[src/sv/spq_pkg.sv]
// Shared types and constants of the sorted priority queue.
package spq_pkg;

  localparam int unsigned CAPACITY_DEF = 16;

  localparam logic [1:0] ST_INSERTED  = 2'd0;
  localparam logic [1:0] ST_REMOVED   = 2'd1;
  localparam logic [1:0] ST_UNDERFLOW = 2'd2;
  localparam logic [1:0] ST_FULL      = 2'd3;

  localparam logic CMD_INSERT = 1'b0;
  localparam logic CMD_REMOVE = 1'b1;

  typedef struct packed {
    logic signed [31:0] value;
    logic signed [15:0] prio;
  } entry_t;

  // Broadcast to every cell in the chain.
  typedef struct packed {
    logic   ins;
    logic   rem;
    entry_t ent;
  } ctrl_t;

endpackage

[src/sv/spq_cell.sv]
// One slot of the sorted chain: holds an entry and trades it with its neighbors.
module spq_cell import spq_pkg::*; (
  input  logic   clk_i,
  input  logic   rst_ni,
  input  ctrl_t  ctrl_i,
  input  logic   left_go_i,
  input  logic   left_vld_i,
  input  entry_t left_ent_i,
  input  logic   right_vld_i,
  input  entry_t right_ent_i,
  output logic   vld_o,
  output logic   go_o,
  output entry_t ent_o
);

  logic   vld_q, vld_d;
  entry_t ent_q, ent_d;
  logic   go;

  // New entry goes after this one when ours is equal or more urgent.
  assign go = vld_q && (ent_q.prio <= ctrl_i.ent.prio);

  always_comb begin
    vld_d = vld_q;
    ent_d = ent_q;
    if (ctrl_i.ins) begin
      if (!go) begin
        vld_d = left_vld_i;
        ent_d = left_go_i ? ctrl_i.ent : left_ent_i;
      end
    end else if (ctrl_i.rem) begin
      vld_d = right_vld_i;
      ent_d = right_ent_i;
    end
  end

  always_ff @(posedge clk_i or negedge rst_ni) begin
    if (!rst_ni) begin
      vld_q <= 1'b0;
    end else begin
      vld_q <= vld_d;
    end
  end

  always_ff @(posedge clk_i) begin
    ent_q <= ent_d;
  end

  assign vld_o = vld_q;
  assign go_o  = go;
  assign ent_o = ent_q;

endmodule

[src/sv/sorted_priority_queue.sv]
// Top level of the bounded sorted priority queue built as a chain of cells.
//
// Usage:
//   Input channel (in_valid_i / in_ready_o) carries one command beat: insert
//   (item_value_i, item_priority_i) or remove the head entry. Lower priority
//   numbers are served first; equal priorities leave in arrival order.
//   Output channel (out_valid_o / out_ready_i) carries one result beat per
//   command: status, removed value and priority (zero unless removed), and the
//   occupancy after the command.
// Timing: the result beat is registered and is valid in the cycle after the command beat.
// Throughput: one command per cycle while results are taken. Every cell compares
//   its priority with the broadcast entry and shifts in the same cycle, so the
//   whole chain updates at once; the output register is the only stage.
// Reset: all cell valid bits and the entry count clear at once; the queue is
//   empty and ready as soon as reset is released.
// Stall: while a result beat waits on out_ready_i low, in_ready_o drops and
//   the chain holds; a command is taken in the same cycle the pending result
//   leaves.
module sorted_priority_queue import spq_pkg::*; #(
  parameter int unsigned Capacity = CAPACITY_DEF
) (
  input  logic               clk_i,
  input  logic               rst_ni,
  input  logic               in_valid_i,
  output logic               in_ready_o,
  input  logic               command_i,
  input  logic signed [31:0] item_value_i,
  input  logic signed [15:0] item_priority_i,
  output logic               out_valid_o,
  input  logic               out_ready_i,
  output logic [1:0]         status_o,
  output logic signed [31:0] out_value_o,
  output logic signed [15:0] out_priority_o,
  output logic [4:0]         occupancy_o
);

  localparam int unsigned CntW = $clog2(Capacity + 1);

  logic [CntW-1:0]     count_q, count_d;
  logic                full, empty, fire;
  ctrl_t               ctrl;
  logic [Capacity-1:0] cell_vld;
  logic [Capacity-1:0] cell_go;
  entry_t              cell_ent [Capacity];

  logic                out_valid_q;
  logic [1:0]          status_q, status_d;
  entry_t              res_q, res_d;
  logic [4:0]          occ_q;
  logic [CntW+4:0]     occ_wide;

  assign full       = (count_q == CntW'(Capacity));
  assign empty      = (count_q == '0);
  // Take a command whenever the result register is free or draining.
  assign in_ready_o = !out_valid_q || out_ready_i;
  assign fire       = in_valid_i && in_ready_o;

  assign ctrl.ins       = fire && (command_i == CMD_INSERT) && !full;
  assign ctrl.rem       = fire && (command_i == CMD_REMOVE) && !empty;
  assign ctrl.ent.value = item_value_i;
  assign ctrl.ent.prio  = item_priority_i;

  // Chain: head at cell 0, tail at the last cell.
  for (genvar i = 0; i < Capacity; i++) begin : g_cell
    logic   l_go, l_vld, r_vld;
    entry_t l_ent, r_ent;
    if (i == 0) begin : g_head
      assign l_go  = 1'b1;
      assign l_vld = 1'b1;
      assign l_ent = ctrl.ent;
    end else begin : g_mid
      assign l_go  = cell_go[i-1];
      assign l_vld = cell_vld[i-1];
      assign l_ent = cell_ent[i-1];
    end
    if (i == Capacity - 1) begin : g_tail
      assign r_vld = 1'b0;
      assign r_ent = '0;
    end else begin : g_inner
      assign r_vld = cell_vld[i+1];
      assign r_ent = cell_ent[i+1];
    end
    spq_cell u_cell (
      .clk_i       (clk_i),
      .rst_ni      (rst_ni),
      .ctrl_i      (ctrl),
      .left_go_i   (l_go),
      .left_vld_i  (l_vld),
      .left_ent_i  (l_ent),
      .right_vld_i (r_vld),
      .right_ent_i (r_ent),
      .vld_o       (cell_vld[i]),
      .go_o        (cell_go[i]),
      .ent_o       (cell_ent[i])
    );
  end

  // Result of the command taken this cycle.
  always_comb begin
    count_d  = count_q;
    status_d = ST_INSERTED;
    res_d    = '0;
    if (command_i == CMD_INSERT) begin
      if (full) begin
        status_d = ST_FULL;
      end else begin
        count_d = count_q + CntW'(1);
      end
    end else begin
      if (empty) begin
        status_d = ST_UNDERFLOW;
      end else begin
        status_d = ST_REMOVED;
        res_d    = cell_ent[0];
        count_d  = count_q - CntW'(1);
      end
    end
  end

  // Occupancy reports the low five bits of the count.
  assign occ_wide = {5'b0, count_d};

  always_ff @(posedge clk_i or negedge rst_ni) begin
    if (!rst_ni) begin
      count_q     <= '0;
      out_valid_q <= 1'b0;
    end else begin
      if (fire) begin
        count_q     <= count_d;
        out_valid_q <= 1'b1;
      end else if (out_ready_i) begin
        out_valid_q <= 1'b0;
      end
    end
  end

  always_ff @(posedge clk_i) begin
    if (fire) begin
      status_q <= status_d;
      res_q    <= res_d;
      occ_q    <= occ_wide[4:0];
    end
  end

  assign out_valid_o    = out_valid_q;
  assign status_o       = status_q;
  assign out_value_o    = res_q.value;
  assign out_priority_o = res_q.prio;
  assign occupancy_o    = occ_q;

`ifndef ASSERT_OFF
  a_vld_prefix: assert property (@(posedge clk_i) disable iff (!rst_ni)
    (cell_vld & (cell_vld + Capacity'(1))) == '0)
    else $error("cell valid bits are not a contiguous head prefix");

  a_count_match: assert property (@(posedge clk_i) disable iff (!rst_ni)
    $countones(cell_vld) == int'(count_q))
    else $error("entry count disagrees with valid cells");

  a_head_sorted: assert property (@(posedge clk_i) disable iff (!rst_ni)
    cell_vld[1] |-> (cell_ent[0].prio <= cell_ent[1].prio))
    else $error("head entry is not the most urgent");

  a_remove_count: assert property (@(posedge clk_i) disable iff (!rst_ni)
    ctrl.rem |=> (count_q == $past(count_q) - CntW'(1)))
    else $error("remove did not decrement the count");
`endif

endmodule
[config.mk]
export PLATFORM = sky130hd
export DESIGN_NAME = sorted_priority_queue
export DESIGN_NICKNAME = d
export VERILOG_FILES = /design/src/sv/spq_pkg.sv /design/src/sv/spq_cell.sv /design/src/sv/sorted_priority_queue.sv
export SDC_FILE = /design/constraint.sdc
export NUM_CORES = 2
export LEC_CHECK = 0
export ABC_AREA = 1
export BUFFER_PORTS_ARGS = -buffer_cell sky130_fd_sc_hd__buf_4
export CAP_MARGIN = 25
export CORE_MARGIN = 2
export CORE_UTILIZATION = 30
export CTS_CLUSTER_DIAMETER = 40
export CTS_CLUSTER_SIZE = 14
export DETAILED_ROUTE_END_ITERATION = 6
export PLACE_DENSITY_LB_ADDON = 0.08
export SKIP_LAST_GASP = 1
export SYNTH_ARGS = -nofsm -noshare
export SYNTH_HDL_FRONTEND = slang
export SYNTH_SLANG_ARGS = --single-unit
export TNS_END_PERCENT = 5
[constraint.sdc]
create_clock -name clk_i -period 2.9 [get_ports clk_i]
set_input_delay 0.29 -clock clk_i [delete_from_list [all_inputs] [get_ports clk_i]]
set_output_delay 0.29 -clock clk_i [all_outputs]
set_load 0.1 [all_outputs]
---- After elaboration in Yosys (flattened, before gate mapping) ----
Cells that the tools add are included.
operators by class
  order comparisons ....................... 16
  shifts and indexed selects .............. 0
  divide/modulo/power cells ............... 0
  reductions and logical operators ........ 45
  multiply operators ...................... 0
  eq/ne operators ......................... 17
  bitwise logic cells ..................... 1
  add/subtract/negate cells ............... 2
  mux-type cells .......................... 119
operators by type and width
  kind                 number
  $mux 48              63
  $le 16x16->1         16
  $mux 1               50
  $ne 2x2->1 const B   16
  $reduce_and 2->1     16
  $logic_and 1x1->1    21
  $mux 5               3
  $mux 2               3
  $add 5x1->5 const B  1
  $eq 5x5->1 const B   1
  $logic_not 5->1      1
  $sub 5x1->5 const B  1
  $reduce_bool 2->1    2
  $logic_not 1->1      3
  $reduce_or 2->1      1
  $logic_or 1x1->1     1
  $not 1->1            1
word-level totals
  latch bits .............................. 0
  ROM bits ................................ 0
  output and inout port bits .............. 57
  input port bits ......................... 53
  bits in writable memories ............... 0
  memories kept ........................... 0
  register bits ........................... 845

---- Longest topological paths before layout ----
  depth in word-level cells ............... 7
  depth in mapped cells ................... 20
  mapped depth without buffers ............ 18

---- By module ----
A second synthesis with hierarchy kept.
unflattened totals
  cells, all modules ...................... 5864
  area total of the unflattened synthesis .. 49398.6 um2
modules (own cells, without submodules)
  module                           area an instance (um2)  cells each  sequential area each (um2)  times used
  spq_cell (g_cell[0].u_cell ...)  2924.1                  351         1466.4                      8
  spq_cell (g_cell[2].u_cell ...)  2921.6                  352         1466.4                      8
  sorted_priority_queue            2633.8                  240         1801.7                      1

---- Worst setup path before layout ----
OpenSTA, ideal clock, no wires.
  kind .................................... reg2reg
  start point ............................. reg out_valid_q (netlist: out_valid_o)
  end point ............................... reg occ_q[0] (netlist: occupancy_o[0]), enable pin
  clock period less this slack ............ 4.152 ns
  data arrival time ....................... 3.713 ns
  buffers on the path ..................... 1
  path slack .............................. -1.252 ns
  stages on the path, launching flop included .. 5
  data required time ...................... 2.461 ns
  cell sequence ........................... dfrtp_1 -> nand2_1 -> nand2_1 -> inv_1 -> clkbuf_1
on the way
  word-level cells in the longest chain between the ends .. 3
RTL lines
  what                      line                          source
  start: declaration        sorted_priority_queue.sv:46   logic out_valid_q;
  start signal: assignment  sorted_priority_queue.sv:126  out_valid_q <= 1'b0;
  start signal: assignment  sorted_priority_queue.sv:130  out_valid_q <= 1'b1;
  start signal: assignment  sorted_priority_queue.sv:132  out_valid_q <= 1'b0;
  $logic_not 1->1           sorted_priority_queue.sv:55   assign in_ready_o = !out_valid_q || out_ready_i;
  $logic_or 1x1->1          sorted_priority_queue.sv:55
  via in_ready_o            sorted_priority_queue.sv:25   output logic in_ready_o,
  $logic_and 1x1->1         sorted_priority_queue.sv:56   assign fire = in_valid_i && in_ready_o;
  via fire                  sorted_priority_queue.sv:40   logic full, empty, fire;
  end signal: assignment    sorted_priority_queue.sv:141  occ_q <= occ_wide[4:0];
  end: declaration          sorted_priority_queue.sv:49   logic [4:0] occ_q;
The timed path passes the listed nets, and every way through them passes these cells.
A chain may end at the register's enable or synchronous reset.

---- Worst setup path after layout ----
  start point ............................. in item_priority_i[9]
  end point ............................... reg g_cell[13].u_cell.ent_q (netlist bit g_cell[13].u_cell.ent_o[10]), enable pin
on the way
  word-level cells in the longest chain between the ends .. 4
RTL lines
  what                        line                         source
  start: declaration          sorted_priority_queue.sv:28  input logic signed [15:0] item_priority_i,
  $le 16x16->1                spq_cell.sv:21               assign go = vld_q && (ent_q.prio <= ctrl_i.ent.prio);
  $logic_and 1x1->1           spq_cell.sv:21
  $ne 2x2->1 (no line)        --
  $reduce_and 2->1 (no line)  --
  end signal: assignment      spq_cell.sv:46               ent_q <= ent_d;
  end: declaration            spq_cell.sv:17               entry_t ent_q, ent_d;
No other way between the ends.

==> results.py <==
metrics = {
    "timing": {
        "rsz0062_at_grt": "false",
        "slew_viol_final": 0,
        "min_period_ns": 2.62,
        "fmax_mhz": 382,
        "worst_pin_slew_ns": 0.822,
        "skew_ns": 0.0275,
        "layout_setup_ws_ns": 0.283,
        "setup_viol_count_final": 0,
        "slew_headroom_pct": 45.2,
        "hold_viol_final": 0,
        "period_share_pct": 90.2,
    },
    "pwr": {
        "power.density_nw_per_um2": 807,
        "ir_drop_v": 0.000609,
        "leakagePower_nw": 34.3,
    },
    "hold_path": {
        "hold_start": "item_value_i[29]",
        "hold_end": "g_cell[0].u_cell.ent_o[45]$_DFFE_PP_",
        "holdPathStages": 3,
        "hp-class": "input pin to flip-flop",
    },
    "place": {
        "numPortBuffers": 109,
        "place_inst": 8748,
        "post-dp-hpwl_um": 104000,
        "post-place-ws_ns": -0.0101,
        "place.gp.congestion": 0.793,
    },
    "setup_path": {
        "r2r_slack_ns": 0.29,
        "cp.required_ns": 3.38,
        "rr_worst_depth": 11,
        "end_kind": "flip-flop",
        "critical_path.top_delay_family": "buffers and inverters",
        "r2r-end": "g_cell[13].u_cell.ent_o[10]$_DFFE_PP_",
        "cp_common_cell": "nand2_1",
        "max_stage_delay_ns": 0.55,
        "cp_num_cells": 18,
        "cp_max_fo": 27,
        "arrival_ns": 3.09,
        "cp_num_buf_inv": 6,
        "path_cells": "dlygate4sd3_1 -> buf_4 -> inv_1 -> buf_12 -> ha_1 -> nand2_1 -> nand2_1 -> nand3_1 -> nand2_1 -> a21oi_1 -> buf_4 -> nand2_1 -> nand2_1 -> nand3_1 -> nand2_2 -> nand2_2 -> nand2_2 -> buf_12",
        "r2r_start": "g_cell[13].u_cell.ent_o[15]$_DFFE_PP_",
        "cpMaxStageDelayCell": "dlygate4sd3_1",
        "crit_type": "input pin to flip-flop",
        "startpoint_type": "input pin",
    },
    "clock_tree": {
        "cts-root-buf": "clkbuf_16",
        "clock_path_buffers": 3,
        "cts.sinks": 845,
        "cts_buffers": 183,
        "cts.htree.levels": 4,
        "cts_tree": "built",
        "clkLatencyLatePin_ns": 0.80,
        "post_cts_buffers": 0,
        "cts.clk_slew.worst_paths_ns": 0.05,
    },
    "route": {
        "firstDrtPassIters": 7,
        "vias_per_cell": 4.24,
        "drt-total-wl_um": 144000,
        "via_count": 38700,
        "drtIter0Drc": 2375,
        "ant_nets": 0,
        "route.detailed.drc": 3,
        "avgRoutedWirePerCell_um": 15.8,
    },
    "global_route": {
        "grt_pass1_vias": 39200,
        "grt_util_met3_pct": 2.51,
        "top_usage_layer": "met1",
        "grt_util_met1_pct": 25.2,
        "grt_usage_pct": 16.7,
        "grt.met2_usage_pct": 24.3,
        "antenna_found_initial": 0,
        "grt_max_degree": 87,
        "grt-ovfl-total": 0,
        "grt_first_pass_wirelength_um": 231000,
    },
    "floorplanning": {
        "die_x_um": 415,
        "core_area_um2": 168000,
        "dieArea_um2": 172000,
        "die_h_um": 415,
        "fp-row-count": 150,
        "io_pins": 110,
        "start_util_pct": 30.3,
    },
    "cells_and_area": {
        "multiInputGateArea_um2": 20700,
        "area_growth_pct": 21.5,
        "diodes": 0,
        "fillCellCount": 17500,
        "drive_gt1_share_pct": 9.36,
        "final_cell_mix": "nand2_1, edfxtp_1, inv_1",
        "nNetsFinal": 7080,
        "regArea_um2": 25300,
        "fin_cells": 9125,
        "final_core_utilization_pct": 36.8,
        "layout_commonest_cell": "nand2_1",
    },
    "logic_synthesis": {
        "syn_area_um2": 50700,
        "synth_cells": 6563,
        "seq_area_frac_synth_pct": 49.8,
        "synth_ff_type": "edfxtp_1",
        "ys_ff_latch": 845,
        "synth-async-reset-ratio_pct": 2.60,
        "yosysWarnings": 0,
        "syn_nets": 6874,
        "synth-edff-count": 823,
        "syn_area_per_cell_um2": 7.73,
        "synth.distinct_cells": 29,
    },
    "flow_run": {
        "max-cap-violations": 0,
    },
    "status": {
        "violations": "DRC",
        "status": "complete, but fails checks",
    },
}
registers in the layout, summed over array words and instances, names as in the netlist:
name,flops
status_o,2
out_value_o,32
out_priority_o,16
count_q,5
occupancy_o,5
g_cell.u_cell.ent_o,768
out_valid_o,1
g_cell.u_cell.vld_o,16
tightest hold or removal path, delay by kind of cell:
family | cells | cell delay [ns]
AO/OA/AOI/OAI | 1 | 0.14
buffers and inverters | 1 | 0.12
AND/OR/NAND/NOR | 1 | 0.18
cell type report:
| cell class | instances | area share, % |
|---|---|---|
| Clock inverter | 109 | 2.24 |
| Timing Repair Buffer | 318 | 6.12 |
| Multi-Input combinational cell | 4616 | 33.5 |
| Tap cell | 2204 | 4.47 |
| Clock buffer | 228 | 7.78 |
| Inverter | 805 | 4.91 |
| Sequential cell | 845 | 41.0 |
per-layer routing:
layer	part of all wire, %	vias up	wire length, um
li1	-	20700	-
met2	41	651	58700
met3	4.0	201	5740
met5	0	-	0
met1	53	17100	76700
met4	2.1	0	2990
cells in the mapped netlist (2+ instances only):
cell type	instances	area (um2)
buf_12	2	40.0
nand3_1	85	425
buf_2	147	736
nand2_1	3752	14100
dfrtp_1	22	551
inv_1	803	3010
buf_4	15	113
inv_2	2	7.51
nor3_1	13	65.1
xor2_1	3	26.3
xnor2_1	2	17.5
buf_1	4	15.0
a21o_1	16	120
buf_6	59	664
o21ai_0	79	395
nor2_1	170	638
nand2_2	20	125
o22ai_1	2	12.5
buf_8	4	60.1
clkbuf_1	66	248
ha_1	258	3230
nand2_4	48	541
edfxtp_1	823	24700
o21bai_1	4	30.0
a21oi_1	142	711
nand4_1	19	119
kinds of logic after synthesis:
group	after synthesis	share of synthesized area, %
XOR/XNOR	5	0.0863
AO/OA/AOI/OAI	244	2.52
flip-flops	845	49.8
adder cells (fa/ha/maj)	258	6.36
buffers and inverters	1102	9.65
AND/OR/NAND/NOR	4109	31.6
how the worst max path moves through the flow:
stage,startpoint,slack [ns],end
global route,g_cell[13].u_cell.ent_o[11]$_DFFE_PP_,0.06,g_cell[13].u_cell.ent_o[12]$_DFFE_PP_
global placement,item_priority_i[9],0.03,g_cell[13].u_cell.ent_o[11]$_DFFE_PP_
CTS,g_cell[13].u_cell.ent_o[11]$_DFFE_PP_,0.23,g_cell[13].u_cell.ent_o[11]$_DFFE_PP_
detailed placement,item_priority_i[8],-0.01,g_cell[13].u_cell.ent_o[11]$_DFFE_PP_
floorplan,out_valid_o$_DFFE_PN0P_,-0.13,g_cell[3].u_cell.ent_o[0]$_DFFE_PP_
finish,item_priority_i[9],0.28,g_cell[13].u_cell.ent_o[10]$_DFFE_PP_
power by group:
part	total, mW	switching [mW]	leakage (nW)	internal, mW
Combinational	10.9	7.21	23.1	3.70
Clock	21.0	7.01	2.98	14.0
Sequential	17.9	1.20	8.15	16.7
stage by stage:
stage	TNS (ns)	total power [mW]	area (um2)	hold WS, ns
finish	0	49.8	61700	0.0814
global route	0	52.8	61700	0.0645
CTS	0	50.5	61700	0.00781
detailed placement	-0.105	29.1	55100	0.244
global placement	0	28.9	55100	0.242
floorplan	-61.35	25.4	50800	-0.00559
repair_timing:
action                                 4_1_cts  5_1_grt
gates resized for setup                      0        0
endpoints found under the hold margin      152        0
hold buffers                                40        0
Note: power is estimated with default switching activity, not from simulation.
